$ cat config.mk
export PLATFORM = sky130hd
export DESIGN_NAME = hrrn_process_scheduler
export DESIGN_NICKNAME = d
export VERILOG_FILES = /design/src/hps_pkg.sv /design/src/hps_ram.sv /design/src/hps_ratio_cmp.sv /design/src/hrrn_process_scheduler.sv
export SDC_FILE = /design/constraint.sdc
export NUM_CORES = 2
export LEC_CHECK = 0
export ABC_AREA = 0
export BUFFER_PORTS_ARGS = -buffer_cell sky130_fd_sc_hd__buf_2
export CAP_MARGIN = 30
export CORE_UTILIZATION = 52
export DETAILED_ROUTE_END_ITERATION = 16
export GPL_TIMING_DRIVEN = 0
export PLACE_DENSITY_LB_ADDON = 0.1
export SYNTH_ARGS = -nofsm -noshare
export SYNTH_HDL_FRONTEND = slang
export SYNTH_SLANG_ARGS = --single-unit
$ cat constraint.sdc
create_clock -name clk -period 15.4 [get_ports clk]
set_input_delay 1.54 -clock clk [delete_from_list [all_inputs] [get_ports clk]]
set_output_delay 1.54 -clock clk [all_outputs]
set_load 0.1 [all_outputs]
$ cat src/hps_pkg.sv
`timescale 1ns / 1ps
// ----------------------------------------------------------------------------
// hps_pkg
// Shared transaction types and operation codes of the HRRN scheduler.
// ----------------------------------------------------------------------------
package hps_pkg;

	localparam logic OP_TICK   = 1'b0;
	localparam logic OP_ARRIVE = 1'b1;

	typedef struct packed {
		logic        operation;
		logic [7:0]  job_id;
		logic [31:0] arrival_time;
		logic [15:0] service_time;
	} req_item_t;

	typedef struct packed {
		logic        running_valid;
		logic [7:0]  running_job;
		logic [15:0] remaining_ticks;
		logic        table_full;
		logic [4:0]  ready_count;
	} rsp_item_t;

endpackage

$ cat src/hps_ram.sv
`timescale 1ns / 1ps
// ----------------------------------------------------------------------------
// hps_ram
// Generic single-write, single-read RAM with registered read data.
// ----------------------------------------------------------------------------
module hps_ram #(
	parameter int WIDTH = 8,
	parameter int DEPTH = 16
) (
	input  logic                     clk,
	input  logic                     we,
	input  logic [$clog2(DEPTH)-1:0] waddr,
	input  logic [WIDTH-1:0]         wdata,
	input  logic                     re,
	input  logic [$clog2(DEPTH)-1:0] raddr,
	output logic [WIDTH-1:0]         rdata
);

	logic [WIDTH-1:0] mem [DEPTH];
	logic [WIDTH-1:0] rdata_q;

	always_ff @(posedge clk) begin
		if (we) begin
			mem[waddr] <= wdata;
		end
		if (re) begin
			rdata_q <= mem[raddr];
		end
	end

	assign rdata = rdata_q;

endmodule

$ cat src/hps_ratio_cmp.sv
`timescale 1ns / 1ps
// ----------------------------------------------------------------------------
// hps_ratio_cmp
// Exact response ratio compare by cross-multiplication, products registered.
// ----------------------------------------------------------------------------
module hps_ratio_cmp #(
	parameter int TIME_BITS    = 32,
	parameter int SERVICE_BITS = 16
) (
	input  logic                    clk,
	input  logic                    load,
	input  logic [TIME_BITS-1:0]    now,
	input  logic [TIME_BITS-1:0]    cand_arr,
	input  logic [SERVICE_BITS-1:0] cand_srv,
	input  logic [TIME_BITS-1:0]    best_arr,
	input  logic [SERVICE_BITS-1:0] best_srv,
	output logic                    beats
);

	// W + S needs room for the larger of the two operands plus sign and carry
	localparam int MW = ((TIME_BITS > SERVICE_BITS) ? TIME_BITS : SERVICE_BITS) + 2;
	localparam int PW = MW + SERVICE_BITS + 1;

	logic signed [MW-1:0] ws_c;
	logic signed [MW-1:0] ws_b;
	logic signed [PW-1:0] ws_c_x;
	logic signed [PW-1:0] ws_b_x;
	logic signed [PW-1:0] srv_c_x;
	logic signed [PW-1:0] srv_b_x;
	logic signed [PW-1:0] prod_c_q;
	logic signed [PW-1:0] prod_b_q;
	logic                 zc_q;
	logic                 zb_q;
	logic                 arr_lt_q;

	always_comb begin
		ws_c = $signed(MW'(now)) - $signed(MW'(cand_arr)) - $signed(MW'(1))
			+ $signed(MW'(cand_srv));
		ws_b = $signed(MW'(now)) - $signed(MW'(best_arr)) - $signed(MW'(1))
			+ $signed(MW'(best_srv));
		ws_c_x  = PW'(ws_c);
		ws_b_x  = PW'(ws_b);
		srv_c_x = $signed(PW'(cand_srv));
		srv_b_x = $signed(PW'(best_srv));
	end

	always_ff @(posedge clk) begin
		if (load) begin
			prod_c_q <= ws_c_x * srv_b_x;
			prod_b_q <= ws_b_x * srv_c_x;
			zc_q     <= (cand_srv == '0);
			zb_q     <= (best_srv == '0);
			arr_lt_q <= (cand_arr < best_arr);
		end
	end

	// zero service ranks above every finite ratio; ties fall to earlier arrival
	always_comb begin
		if (zc_q || zb_q) begin
			if (!zc_q) begin
				beats = 1'b0;
			end else if (!zb_q) begin
				beats = 1'b1;
			end else begin
				beats = arr_lt_q;
			end
		end else if (prod_c_q != prod_b_q) begin
			beats = (prod_c_q > prod_b_q);
		end else begin
			beats = arr_lt_q;
		end
	end

endmodule

$ cat src/hrrn_process_scheduler.sv
`timescale 1ns / 1ps
// ----------------------------------------------------------------------------
// hrrn_process_scheduler
// Non-preemptive highest-response-ratio-next job scheduler.
// ----------------------------------------------------------------------------
// Request channel (req_valid/req_ready/req): an arrive transaction stores a job
// in the lowest free slot of the ready table (table_full flags a drop); a tick
// transaction advances the clock and, when no job runs or the running job is
// done, starts the ready job with the highest response ratio.
// Response channel (rsp_valid/rsp_ready/rsp): one transaction per request,
// reporting the running job, its remaining ticks, the drop flag and the count.
// Flow: arrive, and tick without a pick, go from accept via S_OUT to response.
// A tick that picks scans the table held in RAM: S_RD alone per empty slot,
// S_RD (RAM read), S_MUL (registered cross-products), S_CMP (compare) per
// occupied slot, then S_PICK and S_OUT. One request at a time.
// The next request is accepted while a response still waits on rsp_ready; a
// stalled response holds, and the following response waits behind it.
// Reset clears the valid bits, the running job and the clock at once; the
// table RAM needs no clearing pass.
// ----------------------------------------------------------------------------
module hrrn_process_scheduler #(
	parameter int TABLE_DEPTH  = 16,
	parameter int TIME_BITS    = 32,
	parameter int SERVICE_BITS = 16
) (
	input  logic               clk,
	input  logic               arst_n,
	input  logic               req_valid,
	output logic               req_ready,
	input  hps_pkg::req_item_t req,
	output logic               rsp_valid,
	input  logic               rsp_ready,
	output hps_pkg::rsp_item_t rsp
);

	localparam int AW = $clog2(TABLE_DEPTH);
	localparam int CW = $clog2(TABLE_DEPTH + 1);
	localparam int RW = 8 + TIME_BITS + SERVICE_BITS;

	localparam logic [2:0] S_IDLE = 3'd0;
	localparam logic [2:0] S_RD   = 3'd1;
	localparam logic [2:0] S_MUL  = 3'd2;
	localparam logic [2:0] S_CMP  = 3'd3;
	localparam logic [2:0] S_PICK = 3'd4;
	localparam logic [2:0] S_OUT  = 3'd5;

	logic [2:0]              state_q;
	logic [TABLE_DEPTH-1:0]  valid_q;
	logic [CW-1:0]           count_q;
	logic [TIME_BITS-1:0]    now_q;
	logic                    run_active_q;
	logic [7:0]              run_job_q;
	logic [SERVICE_BITS-1:0] run_left_q;
	logic                    full_q;
	logic [AW-1:0]           idx_q;
	logic                    found_q;
	logic [AW-1:0]           best_slot_q;
	logic [7:0]              best_job_q;
	logic [TIME_BITS-1:0]    best_arr_q;
	logic [SERVICE_BITS-1:0] best_srv_q;
	logic                    rsp_valid_q;
	hps_pkg::rsp_item_t      rsp_q;

	logic                    accept;
	logic                    free_found;
	logic [AW-1:0]           free_idx;
	logic                    idx_last;
	logic [AW-1:0]           idx_next;
	logic                    ram_we;
	logic                    ram_re;
	logic [RW-1:0]           ram_wdata;
	logic [RW-1:0]           ram_rdata;
	logic [7:0]              rd_job;
	logic [TIME_BITS-1:0]    rd_arr;
	logic [SERVICE_BITS-1:0] rd_srv;
	logic                    cmp_beats;
	logic                    rsp_free;

	assign req_ready = (state_q == S_IDLE);
	assign accept    = req_valid && req_ready;
	assign rsp_free  = !rsp_valid_q || rsp_ready;
	assign idx_last  = (idx_q == AW'(TABLE_DEPTH - 1));
	assign idx_next  = AW'(idx_q + 1'b1);

	// lowest free slot
	always_comb begin
		free_found = 1'b0;
		free_idx   = '0;
		for (int i = TABLE_DEPTH - 1; i >= 0; i--) begin
			if (!valid_q[i]) begin
				free_found = 1'b1;
				free_idx   = AW'(i);
			end
		end
	end

	assign ram_we    = accept && (req.operation == hps_pkg::OP_ARRIVE) && free_found;
	assign ram_wdata = {req.job_id, TIME_BITS'(req.arrival_time),
		SERVICE_BITS'(req.service_time)};
	assign ram_re    = (state_q == S_RD) && valid_q[idx_q];

	assign rd_job = ram_rdata[RW-1 -: 8];
	assign rd_arr = ram_rdata[SERVICE_BITS +: TIME_BITS];
	assign rd_srv = ram_rdata[SERVICE_BITS-1:0];

	hps_ram #(
		.WIDTH (RW),
		.DEPTH (TABLE_DEPTH)
	) u_table (
		.clk   (clk),
		.we    (ram_we),
		.waddr (free_idx),
		.wdata (ram_wdata),
		.re    (ram_re),
		.raddr (idx_q),
		.rdata (ram_rdata)
	);

	hps_ratio_cmp #(
		.TIME_BITS    (TIME_BITS),
		.SERVICE_BITS (SERVICE_BITS)
	) u_cmp (
		.clk      (clk),
		.load     (state_q == S_MUL),
		.now      (now_q),
		.cand_arr (rd_arr),
		.cand_srv (rd_srv),
		.best_arr (best_arr_q),
		.best_srv (best_srv_q),
		.beats    (cmp_beats)
	);

	always_ff @(posedge clk or negedge arst_n) begin
		if (!arst_n) begin
			state_q      <= S_IDLE;
			valid_q      <= '0;
			count_q      <= '0;
			now_q        <= '0;
			run_active_q <= 1'b0;
			run_job_q    <= '0;
			run_left_q   <= '0;
			full_q       <= 1'b0;
			idx_q        <= '0;
			found_q      <= 1'b0;
			rsp_valid_q  <= 1'b0;
		end else begin
			if (state_q == S_OUT && rsp_free) begin
				rsp_valid_q <= 1'b1;
			end else if (rsp_valid_q && rsp_ready) begin
				rsp_valid_q <= 1'b0;
			end
			case (state_q)
				S_IDLE: begin
					if (accept) begin
						if (req.operation == hps_pkg::OP_ARRIVE) begin
							full_q <= !free_found;
							if (free_found) begin
								valid_q[free_idx] <= 1'b1;
								count_q           <= CW'(count_q + 1'b1);
							end
							state_q <= S_OUT;
						end else begin
							full_q <= 1'b0;
							now_q  <= TIME_BITS'(now_q + 1'b1);
							if (!run_active_q || run_left_q == '0) begin
								idx_q   <= '0;
								found_q <= 1'b0;
								state_q <= S_RD;
							end else begin
								run_left_q <= SERVICE_BITS'(run_left_q - 1'b1);
								state_q    <= S_OUT;
							end
						end
					end
				end
				S_RD: begin
					if (valid_q[idx_q]) begin
						state_q <= S_MUL;
					end else if (idx_last) begin
						state_q <= S_PICK;
					end else begin
						idx_q <= idx_next;
					end
				end
				S_MUL: begin
					state_q <= S_CMP;
				end
				S_CMP: begin
					if (!found_q || cmp_beats) begin
						found_q     <= 1'b1;
						best_slot_q <= idx_q;
					end
					if (idx_last) begin
						state_q <= S_PICK;
					end else begin
						idx_q   <= idx_next;
						state_q <= S_RD;
					end
				end
				S_PICK: begin
					if (found_q) begin
						valid_q[best_slot_q] <= 1'b0;
						count_q              <= CW'(count_q - 1'b1);
						run_active_q         <= 1'b1;
						run_job_q            <= best_job_q;
						// the first tick of the new job is spent right away
						run_left_q           <= (best_srv_q == '0) ? '0
							: SERVICE_BITS'(best_srv_q - 1'b1);
					end else begin
						run_active_q <= 1'b0;
						run_job_q    <= '0;
						run_left_q   <= '0;
					end
					state_q <= S_OUT;
				end
				S_OUT: begin
					if (rsp_free) begin
						state_q <= S_IDLE;
					end
				end
				default: begin
					state_q <= S_IDLE;
				end
			endcase
		end
	end

	// best-so-far payload, no reset needed
	always_ff @(posedge clk) begin
		if (state_q == S_CMP && (!found_q || cmp_beats)) begin
			best_job_q <= rd_job;
			best_arr_q <= rd_arr;
			best_srv_q <= rd_srv;
		end
	end

	always_ff @(posedge clk) begin
		if (state_q == S_OUT && rsp_free) begin
			rsp_q.running_valid   <= run_active_q;
			rsp_q.running_job     <= run_job_q;
			rsp_q.remaining_ticks <= 16'(run_left_q);
			rsp_q.table_full      <= full_q;
			rsp_q.ready_count     <= 5'(count_q);
		end
	end

	assign rsp_valid = rsp_valid_q;
	assign rsp       = rsp_q;

	a_count_matches: assert property (@(posedge clk) disable iff (!arst_n)
		count_q == CW'($countones(valid_q)))
		else $error("ready count out of step with valid bits");

	a_idle_clean: assert property (@(posedge clk) disable iff (!arst_n)
		!run_active_q |-> (run_job_q == '0 && run_left_q == '0))
		else $error("idle scheduler holds stale job state");

	a_pick_valid: assert property (@(posedge clk) disable iff (!arst_n)
		(state_q == S_PICK && found_q) |-> valid_q[best_slot_q])
		else $error("picked slot is not occupied");

	a_rsp_after_out: assert property (@(posedge clk) disable iff (!arst_n)
		$rose(rsp_valid_q) |-> $past(state_q) == S_OUT)
		else $error("response raised outside of output state");

endmodule
==> results_dict.tcl <==
set metrics [dict create \
    grt_pass1_vias 62200 \
    async_reset_ff_share_pct 7.12 \
    synth_top_area_share_pct 37.1 \
    drc_errors 0 \
    wire_per_inst_um 24.5 \
    topRoutingLayerUsed "met5" \
    htreeDepth 4 \
    vias_per_cell 5.66 \
    grt_overflow 0 \
    slew_headroom_pct 23.1 \
    nets 9600 \
    post-synth-top-area-cell "edfxtp_1" \
    rows 154 \
    place_congestion 0.964 \
    synthCells 7678 \
    coreArea_um2 177000 \
    drt_iter0_markers 5060 \
    wl_met3_mm 15.8 \
    max_freq_ghz 0.0707 \
    cts_tree "built" \
    rsz0062_at_grt "false" \
    period_share_pct 91.9 \
    netlist_top_cells_area "edfxtp_1 37%, fa_1 22%, mux4_2 6.9%" \
    dp_hpwl_mm 199 \
    die-area_um2 180000 \
    multi_input_area_um2 49800 \
    die_h_um 425 \
    met2_wirelength_mm 124 \
    grtUsageTotal_pct 29.1 \
    clk_path_buf_depth 3 \
    drt_pre_antenna_iters 6 \
    ant_nets 0 \
    yosysMostFrequentCell "inv_1" \
    period_needed_ns 14.15 \
    clock_sinks 1236 \
    synth.distinct_cells 90 \
    antenna_found_initial 18 \
    insertion_delay_ns 0.79 \
    ctsHoldBuffers 0 \
    ys_warn_count 0 \
    fillers 14400 \
    slowest_delay_ns 0.85 \
    worstPathArrival_ns 14.66 \
    initial_core_util_pct 52.6 \
    pre_cts_slack_ns 1.60 \
    path_clk_slew_ns 0.06 \
    ioPinCount 94 \
    ys.flop_type "edfxtp_1" \
    cts_buffers 133 \
    grt_max_degree 72 \
    met1Wirelength_mm 105 \
    vias 59300 \
    status "complete, no violations" \
    final-hold-violation-count 0 \
    finalWorstSetupSlack_ns 1.25 \
    syn_to_final_growth_pct 10.6 \
    drive_above_1_share_pct 9.21 \
    hold_class "reg2reg" \
    postCtsSetupBuffers 0 \
    maxSlewViolCount 0 \
    cp_slowest_cell "xnor2_1" \
    fp.dieW_um 425 \
    crit_path_max_fanout 10 \
    setup_tns_ns 0 \
    synth_edf_count 1148 \
    worst_slew_pin_slew_ns 1.14 \
    ys_ff_latch 1236 \
    layout.area.seq_um2 36700 \
    syn-cell-area_um2 92900 \
    criticalPathCategory "reg2reg" \
    crit_required_ns 15.91 \
    cts_resized 0 \
    wl_mm 256 \
    synth.net_count 9262 \
    root_buffer "clkbuf_16" \
    synthTopCellsByCount "1,466 x inv_1, 1,148 x edfxtp_1, 1,039 x fa_1" \
    skew_ns 0.0699 \
    grt_first_pass_wirelength_mm 388 \
    avgSynthCellArea_um2 12.1 \
    finalSetupViolCount 0 \
    portBuffers 93 \
    endpoint_kind "flip-flop" \
    cp-start-kind "flip-flop" \
    max-cap-violations 0 \
    seq_area_frac_synth_pct 39.5 \
    crit_path_frequent_cell "fa_1" \
]
==> flip-flops by register name, indices dropped and copies added (netlist names), 3 cells and up <==
register        count
u_table.mem       896
u_table.rdata      56
u_cmp.prod_b_q     51
u_cmp.prod_c_q     51
best_arr_q         32
now_q              32
rsp                31
best_srv_q         16
run_left_q         16
valid_q            16
best_job_q          8
run_job_q           8
count_q             5
best_slot_q         4
idx_q               4
state_q             3
==> routing by layer <==
layer | vias to the layer above | GRT usage, %
met5 | - | 0
met4 | 20 | 12.1
met3 | 517 | 4.52
met2 | 1956 | 48.1
met1 | 30600 | 38.3
li1 | 26100 | -
==> stage by stage <==
step | area (um^2) | hold slack, ns | cells | util [%]
2_1_floorplan | 92900 | 0.400 | 7678 | -
3_3_place_gp | 96300 | 0.404 | 10100 | 54.5
3_5_place_dp | 98300 | 0.405 | 10200 | 55.6
4_1_cts | 103000 | 0.386 | 10500 | 58.1
5_1_grt | 103000 | 0.389 | 10500 | 58.1
6_report | 103000 | 0.406 | 10500 | 58.1
==> critical path: cells and delay by family, from the launching register on <==
kind,cells,cell delay (ns)
flip-flops,1,0.54
AO/OA/AOI/OAI,15,4.39
buffers and inverters,5,0.88
AND/OR/NAND/NOR,10,1.74
multiplexers,1,0.34
adder cells (fa/ha/maj),11,4.81
XOR/XNOR,3,1.19
==> cells by family (layout without fill, tap and decap cells) <==
family | Yosys count | in the layout | synth area share, %
mux | 293 | 293 | 7.01
compound gates | 781 | 781 | 5.37
fa+ha+maj | 1523 | 1523 | 28.9
buf+inv | 1751 | 2195 | 7.11
other cells | 0 | 10 | 0
xor+xnor | 263 | 263 | 2.52
flops | 1236 | 1236 | 39.5
simple gates | 1831 | 1831 | 9.60
==> layout by cell type, fill, tap and decap left out, drive strengths merged, types with 57 or more instances in the layout <==
cell,n
a21o,116
a21oi,230
and2,465
buf,241
clkbuf,407
clkinv,59
dfrtp,88
edfxtp,1148
fa,1039
ha,484
inv,1473
mux4,285
nand2,784
nand2b,57
nand3,84
nor2,209
o21ai,192
xnor2,193
xor2,68
==> path summary, 6_finish.rpt <==
| path | depth (start not counted) | endpoint | slack [ns] | from |
|---|---|---|---|---|
| max | 45 | u_cmp.prod_c_q[49] | 1.25 | u_table.rdata[16] |
| min reg2reg | 0 | best_job_q[7] | 0.41 | u_table.rdata[55] |
| max reg2reg | 45 | u_cmp.prod_c_q[49] | 1.25 | u_table.rdata[16] |
| max in group asynchronous | 2 | now_q[1] | 14.00 | arst_n |
| min in group asynchronous | 1 | found_q | 0.67 | arst_n |
| min | 0 | best_job_q[7] | 0.41 | u_table.rdata[55] |
==> area by class of cell <==
cell class | count | share of cell area (%)
plain buffers | 285 | 1.07
inverters | 1466 | 5.36
repair buffers | 203 | 2.25
well taps | 2340 | 2.85
flip-flops and latches | 1236 | 35.7
diodes | 10 | 0.0244
clock inverters | 80 | 0.878
multi-input cells | 4691 | 48.5
clock buffers | 161 | 3.37
Power is left out: the tool's default activity adds up to more than one toggle a clock period on the data nets, which glitch-free logic cannot reach.
